### src/rtl/aai_pkg.sv
// Shared types and constants for the actuator arm interlock.
`default_nettype none

package aai_pkg;

  // Position wrap period is 2^WRAP_BITS units (4 to 30).
  localparam int WRAP_BITS = 16;
  localparam int DELTA_W   = WRAP_BITS + 2;
  localparam int SUM_W     = 34;

  typedef logic signed [DELTA_W-1:0] delta_t;
  typedef logic signed [SUM_W-1:0]   sum_t;

  localparam delta_t PERIOD = delta_t'(1) <<< WRAP_BITS;
  localparam delta_t HALF_P = delta_t'(1) <<< (WRAP_BITS - 1);
  localparam delta_t HALF_N = -HALF_P;

  localparam logic [23:0] AGE_MAX = 24'hFF_FFFF;

  typedef enum logic [1:0] {
    MODE_INIT  = 2'd0,
    MODE_READY = 2'd1,
    MODE_ARMED = 2'd2,
    MODE_ERROR = 2'd3
  } mode_t;

  typedef enum logic [2:0] {
    OP_TICK   = 3'd0,
    OP_STATUS = 3'd1,
    OP_STATE  = 3'd2,
    OP_OPER   = 3'd3,
    OP_TARGET = 3'd4
  } op_t;

  typedef enum logic [1:0] {
    SC_DISARM = 2'd0,
    SC_ARM    = 2'd1,
    SC_CLEAR  = 2'd2,
    SC_NONE   = 2'd3
  } state_cmd_t;

  typedef enum logic [2:0] {
    CFG_TIMEOUT     = 3'd0,
    CFG_ALLOW_NOPWR = 3'd1,
    CFG_VERSION     = 3'd2,
    CFG_SERVO_FAULT = 3'd3,
    CFG_READY_MASK  = 3'd4,
    CFG_MOVE_CODE   = 3'd5,
    CFG_REF_CODE    = 3'd6,
    CFG_CLEAR_CODE  = 3'd7
  } cfg_idx_t;

  typedef struct packed {
    logic [2:0]         operation;
    logic [15:0]        status_version;
    logic [15:0]        status_error_flags;
    logic [15:0]        status_info_flags;
    logic signed [31:0] status_position;
    logic [1:0]         mode_cmd;
    logic [7:0]         detwist_command;
    logic signed [31:0] command_position;
  } in_beat_t;

  typedef struct packed {
    logic               send_command;
    logic [7:0]         command_code;
    logic signed [31:0] position;
    logic [15:0]        command_sequence;
    logic [1:0]         actuator_state;
    logic               status_accepted;
  } out_beat_t;

endpackage

`default_nettype wire

### src/rtl/actuator_arm_interlock_core.sv
// Actuator arm interlock: mode tracking, status aging and command gating.
// A beat accepted into the input register moves on to the result register when it is not stalled.
// Throughput: one beat per cycle while out_stall is low; input and result registers run as a pipe.
// The mode, status age, last position and sequence update in the result stage.
// Reset (rst_n low, synchronous): mode init, status age stale (all ones),
// last position and sequence zero, configuration registers at their defaults.
`default_nettype none

module actuator_arm_interlock_core (
  input  wire                clk,
  input  wire                rst_n,
  input  wire                cfg_we,
  input  wire  [2:0]         cfg_index,
  input  wire  [23:0]        cfg_wdata,
  input  wire                in_valid,
  output logic               in_stall,
  input  wire  [2:0]         in_operation,
  input  wire  [15:0]        in_status_version,
  input  wire  [15:0]        in_status_error_flags,
  input  wire  [15:0]        in_status_info_flags,
  input  wire  signed [31:0] in_status_position,
  input  wire  [1:0]         in_mode_cmd,
  input  wire  [7:0]         in_detwist_command,
  input  wire  signed [31:0] in_command_position,
  output logic               out_valid,
  input  wire                out_stall,
  output logic               out_send_command,
  output logic [7:0]         out_command_code,
  output logic signed [31:0] out_position,
  output logic [15:0]        out_command_sequence,
  output logic [1:0]         out_actuator_state,
  output logic               out_status_accepted
);

  // Configuration registers
  logic [23:0] timeout_r;
  logic        allow_r;
  logic [15:0] version_r;
  logic [15:0] servo_fault_r;
  logic [15:0] ready_mask_r;
  logic [7:0]  move_code_r;
  logic [7:0]  ref_code_r;
  logic [7:0]  clear_code_r;

  // Interlock state
  aai_pkg::mode_t     mode_r, mode_nxt;
  logic [23:0]        age_r, age_nxt;
  logic signed [31:0] last_pos_r, last_pos_nxt;
  logic [15:0]        seq_r, seq_nxt;

  // Pipe registers
  logic               s1_valid_r;
  aai_pkg::in_beat_t  s1_r;
  logic               out_valid_r;
  aai_pkg::out_beat_t out_r, res;

  logic advance;
  logic emit;
  logic [7:0]         emit_code;
  logic signed [31:0] emit_pos;

  assign advance  = !out_valid_r || !out_stall;
  assign in_stall = s1_valid_r && !advance;

  always_ff @(posedge clk) begin
    if (!rst_n) begin
      timeout_r     <= 24'd1000;
      allow_r       <= 1'b0;
      version_r     <= 16'd0;
      servo_fault_r <= 16'd1;
      ready_mask_r  <= 16'd1;
      move_code_r   <= 8'd1;
      ref_code_r    <= 8'd2;
      clear_code_r  <= 8'd112;
    end else if (cfg_we) begin
      case (aai_pkg::cfg_idx_t'(cfg_index))
        aai_pkg::CFG_TIMEOUT:     timeout_r     <= cfg_wdata;
        aai_pkg::CFG_ALLOW_NOPWR: allow_r       <= cfg_wdata[0];
        aai_pkg::CFG_VERSION:     version_r     <= cfg_wdata[15:0];
        aai_pkg::CFG_SERVO_FAULT: servo_fault_r <= cfg_wdata[15:0];
        aai_pkg::CFG_READY_MASK:  ready_mask_r  <= cfg_wdata[15:0];
        aai_pkg::CFG_MOVE_CODE:   move_code_r   <= cfg_wdata[7:0];
        aai_pkg::CFG_REF_CODE:    ref_code_r    <= cfg_wdata[7:0];
        aai_pkg::CFG_CLEAR_CODE:  clear_code_r  <= cfg_wdata[7:0];
        default: ;
      endcase
    end
  end

  // Input register
  always_ff @(posedge clk) begin
    if (!rst_n) begin
      s1_valid_r <= 1'b0;
    end else if (!in_stall) begin
      s1_valid_r <= in_valid;
    end
  end

  always_ff @(posedge clk) begin
    if (in_valid && !in_stall) begin
      s1_r.operation          <= in_operation;
      s1_r.status_version     <= in_status_version;
      s1_r.status_error_flags <= in_status_error_flags;
      s1_r.status_info_flags  <= in_status_info_flags;
      s1_r.status_position    <= in_status_position;
      s1_r.mode_cmd           <= in_mode_cmd;
      s1_r.detwist_command    <= in_detwist_command;
      s1_r.command_position   <= in_command_position;
    end
  end

  // Per-beat state update and command formation
  always_comb begin
    logic [7:0]      code_raw;
    logic            fresh;
    logic            err_hit;
    aai_pkg::delta_t delta;
    aai_pkg::sum_t   sum;

    mode_nxt     = mode_r;
    age_nxt      = age_r;
    last_pos_nxt = last_pos_r;
    seq_nxt      = seq_r;
    emit         = 1'b0;
    code_raw     = 8'd0;
    emit_pos     = 32'sd0;
    res          = '0;
    fresh        = 1'b0;
    err_hit      = 1'b0;
    delta        = '0;
    sum          = '0;

    case (aai_pkg::op_t'(s1_r.operation))
      aai_pkg::OP_TICK: begin
        if (age_r != aai_pkg::AGE_MAX) begin
          age_nxt = age_r + 24'd1;
        end
        if (!(age_nxt < timeout_r) &&
            (mode_r inside {aai_pkg::MODE_READY, aai_pkg::MODE_ARMED})) begin
          mode_nxt = aai_pkg::MODE_INIT;
        end
      end
      aai_pkg::OP_STATUS: begin
        if (s1_r.status_version == version_r) begin
          res.status_accepted = 1'b1;
          last_pos_nxt = s1_r.status_position;
          age_nxt      = 24'd0;
          if (timeout_r == 24'd0) begin
            if (mode_r inside {aai_pkg::MODE_READY, aai_pkg::MODE_ARMED}) begin
              mode_nxt = aai_pkg::MODE_INIT;
            end
          end else begin
            err_hit = (s1_r.status_error_flags != 16'd0) &&
                      !(allow_r && s1_r.status_error_flags == servo_fault_r);
            if (err_hit) begin
              mode_nxt = aai_pkg::MODE_ERROR;
            end
            if ((s1_r.status_info_flags & ready_mask_r) != 16'd0 || allow_r) begin
              if (mode_nxt == aai_pkg::MODE_INIT) begin
                mode_nxt = aai_pkg::MODE_READY;
              end
            end else if (mode_nxt inside {aai_pkg::MODE_READY, aai_pkg::MODE_ARMED}) begin
              mode_nxt = aai_pkg::MODE_INIT;
            end
          end
        end
      end
      aai_pkg::OP_STATE: begin
        case (aai_pkg::state_cmd_t'(s1_r.mode_cmd))
          aai_pkg::SC_DISARM: begin
            if (mode_r == aai_pkg::MODE_ARMED) mode_nxt = aai_pkg::MODE_READY;
          end
          aai_pkg::SC_ARM: begin
            if (mode_r == aai_pkg::MODE_READY) mode_nxt = aai_pkg::MODE_ARMED;
          end
          aai_pkg::SC_CLEAR: begin
            if (mode_r == aai_pkg::MODE_ERROR) mode_nxt = aai_pkg::MODE_READY;
            emit     = 1'b1;
            code_raw = clear_code_r;
          end
          default: ;
        endcase
      end
      aai_pkg::OP_OPER: begin
        emit     = 1'b1;
        code_raw = s1_r.detwist_command;
        emit_pos = s1_r.command_position;
      end
      aai_pkg::OP_TARGET: begin
        fresh = age_r < timeout_r;
        if (fresh && s1_r.command_position[31:aai_pkg::WRAP_BITS] == '0) begin
          delta = aai_pkg::delta_t'({2'b00, s1_r.command_position[aai_pkg::WRAP_BITS-1:0]})
                - aai_pkg::delta_t'({2'b00, last_pos_r[aai_pkg::WRAP_BITS-1:0]});
          // fold into one period around the current position
          if (delta > aai_pkg::HALF_P) begin
            delta = delta - aai_pkg::PERIOD;
          end else if (delta < aai_pkg::HALF_N) begin
            delta = delta + aai_pkg::PERIOD;
          end
          sum = {{2{last_pos_r[31]}}, last_pos_r}
              + {{(aai_pkg::SUM_W - aai_pkg::DELTA_W){delta[aai_pkg::DELTA_W-1]}}, delta};
          // saturate to 32 bits signed
          if (sum[33:31] == 3'b000 || sum[33:31] == 3'b111) begin
            emit_pos = sum[31:0];
          end else if (sum[33]) begin
            emit_pos = 32'sh8000_0000;
          end else begin
            emit_pos = 32'sh7FFF_FFFF;
          end
          emit     = 1'b1;
          code_raw = (mode_r == aai_pkg::MODE_ARMED) ? move_code_r : 8'd0;
        end
      end
      default: ;
    endcase

    // Gate the code against the mode after this beat
    emit_code = code_raw;
    if (code_raw == move_code_r) begin
      if (mode_nxt != aai_pkg::MODE_ARMED) emit_code = 8'd0;
    end else if (code_raw == ref_code_r) begin
      if (mode_nxt != aai_pkg::MODE_READY) emit_code = 8'd0;
    end

    if (emit) begin
      res.send_command     = 1'b1;
      res.command_code     = emit_code;
      res.position         = emit_pos;
      res.command_sequence = seq_r;
      seq_nxt              = seq_r + 16'd1;
    end
    res.actuator_state = mode_nxt;
  end

  // State advances only when the beat moves into the result register
  always_ff @(posedge clk) begin
    if (!rst_n) begin
      mode_r     <= aai_pkg::MODE_INIT;
      age_r      <= aai_pkg::AGE_MAX;
      last_pos_r <= 32'sd0;
      seq_r      <= 16'd0;
    end else if (s1_valid_r && advance) begin
      mode_r     <= mode_nxt;
      age_r      <= age_nxt;
      last_pos_r <= last_pos_nxt;
      seq_r      <= seq_nxt;
    end
  end

  // Result register
  always_ff @(posedge clk) begin
    if (!rst_n) begin
      out_valid_r <= 1'b0;
    end else if (advance) begin
      out_valid_r <= s1_valid_r;
    end
  end

  always_ff @(posedge clk) begin
    if (s1_valid_r && advance) begin
      out_r <= res;
    end
  end

  assign out_valid            = out_valid_r;
  assign out_send_command     = out_r.send_command;
  assign out_command_code     = out_r.command_code;
  assign out_position         = out_r.position;
  assign out_command_sequence = out_r.command_sequence;
  assign out_actuator_state   = out_r.actuator_state;
  assign out_status_accepted  = out_r.status_accepted;

`ifndef SYNTHESIS
  a_seq_step: assert property (@(posedge clk) disable iff (!rst_n)
    (s1_valid_r && advance && emit) |=> (seq_r == $past(seq_r) + 16'd1))
    else $error("sequence did not advance on an emitted command");

  a_idle_zero: assert property (@(posedge clk) disable iff (!rst_n)
    (out_valid_r && !out_r.send_command) |->
      (out_r.command_code == 8'd0 && out_r.position == 32'sd0 &&
       out_r.command_sequence == 16'd0))
    else $error("result without command carries nonzero command fields");

  a_accept_no_cmd: assert property (@(posedge clk) disable iff (!rst_n)
    (out_valid_r && out_r.status_accepted) |-> !out_r.send_command)
    else $error("status beat emitted a command");

  a_stall_cause: assert property (@(posedge clk) disable iff (!rst_n)
    in_stall |-> (out_valid_r && out_stall))
    else $error("input stalled while result register free");
`endif

endmodule

`default_nettype wire

### config.mk
export PLATFORM = sky130hd
export DESIGN_NAME = actuator_arm_interlock_core
export DESIGN_NICKNAME = d
export VERILOG_FILES = /design/src/rtl/aai_pkg.sv /design/src/rtl/actuator_arm_interlock_core.sv
export SDC_FILE = /design/constraint.sdc
export NUM_CORES = 1
export LEC_CHECK = 0
export ABC_CLOCK_PERIOD_IN_PS = 17760
export BUFFER_PORTS_ARGS = -buffer_cell sky130_fd_sc_hd__buf_2
export CELL_PAD_IN_SITES_DETAIL_PLACEMENT = 1
export CELL_PAD_IN_SITES_GLOBAL_PLACEMENT = 1
export CORE_MARGIN = 5
export CORE_UTILIZATION = 49
export DETAILED_ROUTE_END_ITERATION = 8
export MAX_ROUTING_LAYER = met4
export PLACE_DENSITY = 0.9
export SLEW_MARGIN = 20
export SYNTH_ARGS = -nofsm -noshare
export SYNTH_HDL_FRONTEND = slang
export SYNTH_SLANG_ARGS = --single-unit
### constraint.sdc
create_clock -name clk -period 17.76 [get_ports clk]
set_input_delay 0.888 -clock clk [delete_from_list [all_inputs] [get_ports clk]]
set_output_delay 0.888 -clock clk [all_outputs]
set_load 0.02 [all_outputs]
==> results of run 1 <==
==> synthesized netlist by cell type (16+ instances only) <==
master      n  share of area, %
a21oi_1   187               5.3
xor2_1     35               1.7
a22oi_1    16              0.68
nand3_1    57               1.6
ha_1      101               7.1
xnor2_1    70               3.5
nor3_1     24              0.68
dfxtp_1   173                20
o21ai_0    50               1.4
a221o_1    39               2.2
clkbuf_1   51               1.1
nand2_1   329               7.0
inv_1      75               1.6
nand4_1    27              0.95
edfxtp_1  185                31
and2_1     25              0.88
nor4_1     21              0.74
o211ai_1   17              0.72
nor2_1     85               1.8
==> per-stage QoR <==
stage	instance area [um^2]	hold slack [ns]	total power [W]	std cells	utilization [%]
floorplan	17720	0.4357	0.001093	1793	-
global placement	19260	0.4419	0.001162	2419	54.01
detailed placement	19260	0.4505	0.001179	2419	54.01
CTS	20540	0.4672	0.001993	2491	57.61
global route	20580	0.4800	0.002059	2494	57.71
finish	20580	0.4613	0.001985	2494	57.71
==> logic make-up after synthesis <==
group	count (synthesis)	synth area share (%)
muxes	6	0.3530
AOI/OAI and AO/OA	430	15.98
buffers and inverters	142	3.177
xor gates and xnor gates	105	5.189
and+or+nand+nor	649	17.05
DFF	358	50.89
adders and majority gates	103	7.357
==> area by class of cell <==
type / count / area (um^2) / share of cell area, %
Tap cell: 461 / 576.8 / 2.803
Clock buffer: 51 / 1082 / 5.260
Sequential cell: 358 / 9019 / 43.83
Inverter: 77 / 291.5 / 1.417
Timing Repair Buffer: 231 / 1205 / 5.856
Antenna cell: 2 / 5.005 / 0.02432
Multi-Input combinational cell: 1293 / 8193 / 39.82
Clock inverter: 21 / 203.9 / 0.9912
==> worst max-delay path by stage <==
stage / start / to / cells after the start
6_report: s1_r[0] / out_position[26] / 23
5_1_grt: s1_r[0] / out_position[30] / 23
4_1_cts: s1_r[0] / out_position[30] / 23
3_5_place_dp: s1_r[0] / out_position[30] / 23
3_3_place_gp: s1_r[0] / out_position[30] / 23
2_1_floorplan: out_stall / s1_r[0] / 2
==> worst register-to-register path: stages (launching register included) <==
cell and delay, ns:
edfxtp_1 0.42, inv_1 0.12, ha_1 0.20, inv_1 0.08, fa_1 0.41, a21oi_1 0.24, nand2b_1 0.14, a21oi_1 0.08
or4_1 0.48, nor4_1 0.28, nand2_1 0.10, or4_1 0.47, o41a_1 0.66, ha_1 0.53, a2111oi_0 0.42, o21ai_1 0.14
a31oi_1 0.22, nand2_1 0.10, o211ai_1 0.24, nand2_1 0.17, nor3b_1 0.44, a211oi_4 0.07, buf_4 0.28, a221o_1 0.38
==> cell usage in the layout (no fill, tap or decap), drive strengths merged, types with 17 or more instances in the layout <==
master / netlist / layout
nand4: 27 / 27
dfxtp: 173 / 173
o211ai: 17 / 17
a21oi: 187 / 187
nor3: 25 / 25
buf: 14 / 231
nand3: 58 / 58
a22oi: 17 / 17
nand2: 329 / 329
o21ai: 56 / 56
edfxtp: 185 / 185
a221o: 39 / 39
ha: 101 / 101
nor4: 21 / 21
clkbuf: 51 / 51
xnor2: 70 / 70
xor2: 35 / 35
inv: 77 / 79
and2: 25 / 25
nor2: 85 / 85
==> sequential cells by signal, summed over array words and instances (netlist names), 16 cells and up <==
register and count:
out_position 32, out_command_sequence 16, age_r 24, timeout_r 24
version_r 16, last_pos_r 32, ready_mask_r 16, seq_r 16
servo_fault_r 16, s1_r 125
==> power by group <==
part           switching, W  internal [W]  total, W  leakage [nW]
registers         0.0000218      0.000903  0.000925          3.17
logic              0.000155     0.0000895  0.000245          3.98
clock network      0.000350      0.000466  0.000815         0.629
==> routing by layer <==
layer | vias to the layer above | global-route usage, % | wire (um)
li1 | 6943 | - | -
met1 | 7641 | 34.10 | 23340
met2 | 535 | 48.53 | 28890
met3 | 182 | 4.544 | 3250
met4 | 0 | 12.42 | 2632
met5 | - | - | 0
==> flow_metrics.py, run 1 <==
metrics = {
    "route": {
        "via_per_inst": 6.135,
        "drc": 0,
        "vias": 15300,
        "antenna_left": 0,
        "routed_wirelength_um": 58110,
        "dr.first_iter.drc_count": 1172,
        "first_pass_iters": 5,
        "wire_per_inst_um": 23.30,
    },
    "sta": {
        "worst_slew_pin_slew_ns": 0.9635,
        "finalSetupViolCount": 0,
        "fin_crit_ns": 6.926,
        "slew-limit-headroom_pct": 35.17,
        "rsz0062_at_grt": "no",
        "finalCritPeriodShare_pct": 39.00,
        "fmax_mhz": 144.4,
        "tns_ns": 0,
        "clock_skew_ns": 0.02203,
        "hold_viol": 0,
        "fin_ws_ns": 10.83,
        "drv_slew": 0,
    },
    "worst_setup_path": {
        "critPathMaxStageDelay_ns": 0.66,
        "worstPathRequired_ns": 18.06,
        "crit_type": "reg -> reg",
        "crit_top_cell": "nand2_1",
        "worstPathArrival_ns": 7.22,
        "critPathMaxFanout": 31,
        "rr_startpoint": "s1_r[0]",
        "r2r_cells": 23,
        "cp_cell_sequence": "inv_1 -> ha_1 -> inv_1 -> fa_1 -> a21oi_1 -> nand2b_1 -> a21oi_1 -> or4_1 -> nor4_1 -> nand2_1 -> or4_1 -> o41a_1 -> ha_1 -> a2111oi_0 -> o21ai_1 -> a31oi_1 -> nand2_1 -> o211ai_1 -> nand2_1 -> nor3b_1 -> a211oi_4 -> buf_4 -> a221o_1",
        "critPathBufInv": 3,
        "r2r_end": "out_position[26]",
        "end_kind": "flop",
        "path_delay_family": "compound AO/OA/AOI/OAI gates",
        "startpoint_type": "flop",
        "r2r_slack_ns": 10.83,
        "cp_slowest_cell": "o41a_1",
    },
    "logic_synthesis": {
        "synthArstFlopShare_pct": 0,
        "netlist_instances": 1793,
        "ys_warn_count": 0,
        "ys.flop_type": "edfxtp_1",
        "synth_area_um2": 17720,
        "yosys.cell_types.count": 78,
        "synth_fp_nets": 2053,
        "yosysSeqAreaShare_pct": 50.89,
        "synth_edf_count": 185,
        "ys_seq_elements": 358,
        "avgSynthCellArea_um2": 9.884,
    },
    "clock_tree": {
        "numCtsBuffers": 39,
        "hold_buffers": 0,
        "clkSlewWorstSetupHoldPaths_ns": 0.06,
        "cts.sinks": 358,
        "htreeDepth": 2,
        "clockBufferDepth": 3,
        "cts_tree": "yes",
        "cts_setup_buffers": 0,
        "worstSkewPairLatency_ns": 0.57,
        "cts.repair.resized": 0,
        "clock_tree.root_cell": "clkbuf_16",
    },
    "floorplan": {
        "design.die.area_um2": 40070,
        "start_util_pct": 49.70,
        "core_um2": 35660,
        "placementRows": 69,
        "die_x_um": 200.2,
        "io_pins": 219,
        "die_h_um": 200.2,
    },
    "place": {
        "io_buffers": 218,
        "gp_congestion": 0.9760,
        "hpwl_um": 40860,
        "pre_cts_ws_ns": 11.06,
    },
    "grt": {
        "grt_util_all_layers_pct": 28.66,
        "grt_pass1_vias": 16470,
        "grt_overflow": 0,
        "grt_start_max_net_pins": 108,
        "antenna_found_initial": 2,
        "grt_pass1_wl_um": 90830,
    },
    "worst_hold_path": {
        "hp-class": "reg -> reg",
        "min_path_cells": 2,
        "holdCritStartpoint": "ready_mask_r[5]",
        "hold_end": "ready_mask_r[5]",
    },
    "power": {
        "p_leak_nw": 7.781,
        "irDropWorstVdd_mv": 0.08399,
        "p_per_area_nw_per_um2": 96.49,
    },
    "flow_run": {
        "cap_violations": 0,
    },
    "cells_and_area": {
        "area_growth_pct": 16.10,
        "drive_above_1_share_pct": 15.71,
        "num-fill-cells": 3956,
        "final_nets": 2260,
    },
    "status": {
        "outcome": "completed",
    },
}
Note: power is estimated with default switching activity, not from simulation.
==> inputs of run 2 (changes only) <==
ABC_CLOCK_PERIOD_IN_PS = 5700   (was 17760)
CORE_UTILIZATION = 41   (was 49)
PLACE_DENSITY = 0.81   (was 0.9)
clock period = 5.7 ns   (was 17.76 ns; I/O delays follow)
==> run 2 against run 1 <==
Compared with the run above:
- the flow now finishes with violations (setup timing)
- power grew to 3.2 times the previous value
- via count is 5.6% higher
- clock skew is 0.012 ns higher
- critical endpoint is now out_position[23]
- clock power grew to 3.2 times the previous value
- largest cell class unchanged
- highest routed layer unchanged
- clock-buffer cell count is 12 higher
- wire length is 11% higher
- sequential cell count stayed put
- non-clock buffer count is 208 higher
==> flow_metrics.py, run 2 (synthesized netlist as in run 1, its figures left out) <==
metrics = {
    "sta": {
        "fin_ws_ns": -0.2713,
        "fmax_mhz": 167.5,
        "clock_skew_ns": 0.03436,
        "whs_ns": 0.03469,
        "tns_ns": -6.525,
        "rsz0062_at_grt": "yes",
        "fin_crit_ns": 5.971,
        "worst_slew_pin_slew_ns": 1.110,
        "slew-limit-headroom_pct": 25.97,
        "finalSetupViolCount": 31,
        "finalCritPeriodShare_pct": 104.8,
        "hold_viol": 0,
        "drv_slew": 0,
    },
    "grt": {
        "antenna_found_initial": 2,
        "grt_start_max_net_pins": 126,
        "grt_pass1_vias": 17470,
        "grt_util_all_layers_pct": 26.87,
        "grt_overflow": 0,
        "grt_pass1_wl_um": 98280,
    },
    "power": {
        "p_per_area_nw_per_um2": 278.9,
        "finalPower_w": 0.006407,
        "p_leak_nw": 8.772,
        "irDropWorstVdd_mv": 0.2535,
    },
    "worst_hold_path": {
        "hp-class": "in -> reg",
    },
    "floorplan": {
        "design.die.area_um2": 47480,
        "die_x_um": 217.9,
        "core_um2": 42890,
        "start_util_pct": 41.32,
        "io_pins": 219,
        "placementRows": 76,
        "die_h_um": 217.9,
    },
    "cells_and_area": {
        "area_growth_pct": 29.62,
        "final_nets": 2469,
        "drive_above_1_share_pct": 18.30,
        "final_common_cell": "nand2_1",
        "final_cell_mix": "nand2_1 (329), buf_2 (218), edfxtp_1 (185), a21oi_1 (183), dfxtp_1 (173)",
        "max_flop_register": "s1_r",
        "largest_reg_flops": 125,
        "fin_util_pct": 53.57,
    },
    "status": {
        "violations": "setup timing",
        "outcome": "finished with violations",
    },
    "route": {
        "via_per_inst": 5.715,
        "first_pass_iters": 5,
        "dr.first_iter.drc_count": 1039,
        "drc": 0,
        "wire_per_inst_um": 22.75,
        "vias": 16160,
        "routed_wirelength_um": 64330,
        "antenna_left": 0,
    },
    "flow_run": {
        "cap_violations": 0,
    },
    "place": {
        "pre_cts_ws_ns": -0.4545,
        "hpwl_um": 41080,
        "gp_congestion": 0.9063,
        "io_buffers": 218,
    },
    "clock_tree": {
        "clockBufferDepth": 3,
        "clock_tree.root_cell": "clkbuf_16",
        "clkSlewWorstSetupHoldPaths_ns": 0.06,
        "numCtsBuffers": 40,
        "cts.sinks": 358,
        "worstSkewPairLatency_ns": 0.60,
        "cts_tree": "yes",
        "htreeDepth": 2,
    },
    "worst_setup_path": {
        "end_kind": "flop",
        "critPathMaxFanout": 31,
        "startpoint_type": "flop",
        "crit_type": "reg -> reg",
        "worstPathArrival_ns": 6.29,
        "worstPathRequired_ns": 6.02,
    },
}
-- run 2: per-stage QoR --
step                cell area (um^2)  std cells
CTS                            22870       2822
finish                         22970       2828
global route                   22970       2828
floorplan                      17720       1793
global placement               19870       2598
detailed placement             19870       2598
-- run 2: what timing repair did --
item / in CTS / in global routing
endpoints found under the setup margin: 32 / 32
endpoints found under the hold margin: 145 / 0
gates resized for setup: 38 / 7
hold buffers: 141 / 0
pin swaps: 8 / 8
buffers inserted: 7 / 2
cloned: 2 / 1
-- run 2: area by class of cell --
class | count | area (um^2)
Timing Repair Buffer | 439 | 3226
Clock inverter | 11 | 133.9
Multi-Input combinational cell | 1293 | 8408
Fill cell | 4711 | 19910
Antenna cell | 2 | 5.005
Sequential cell | 358 | 9019
Clock buffer | 63 | 1157
Inverter | 77 | 291.5
Tap cell | 585 | 732.0
-- run 2: final timing paths --
kind	from	end	slack, ns	depth (start not counted)
setup reg to reg	s1_r[1]	out_position[23]	-0.27	25
hold / removal	cfg_wdata[15]	servo_fault_r[15]	0.03	3
hold reg to reg	ready_mask_r[12]	ready_mask_r[12]	0.46	2
setup / recovery	s1_r[1]	out_position[23]	-0.27	25
-- run 2: metal layers --
metal  vias to the layer above  global-route usage (%)  wire length, um
met3                       216                   5.081             3637
met1                      7988                   30.31            25190
met2                       596                   46.66            32530
met4                         0                   11.74             2975
li1                       7361                       -                -
met5                         -                       -                0
-- run 2: critical path, cell delays in order, from the launching register on --
cell      delay, ns
edfxtp_1       0.43
buf_4          0.17
ha_1           0.26
nor2b_1        0.14
o211ai_1       0.26
nand3b_1       0.13
a21oi_1        0.22
xnor2_1        0.16
nor4_4         0.30
nand2_1        0.10
or4_4          0.45
o41a_1         0.46
buf_6          0.19
ha_4           0.27
buf_4          0.12
nand4_1        0.18
nor2_1         0.18
nand3_1        0.10
a32oi_1        0.27
o211ai_1       0.17
buf_4          0.16
nand3b_1       0.11
mux2i_1        0.23
nor4_2         0.08
buf_12         0.18
a221o_1        0.33
-- run 2: report_power, final --
part           total, W  switching, W  internal [W]
logic          0.000916      0.000528      0.000388
registers       0.00289     0.0000721       0.00281
clock network   0.00260       0.00114       0.00146
total           0.00641       0.00174       0.00466
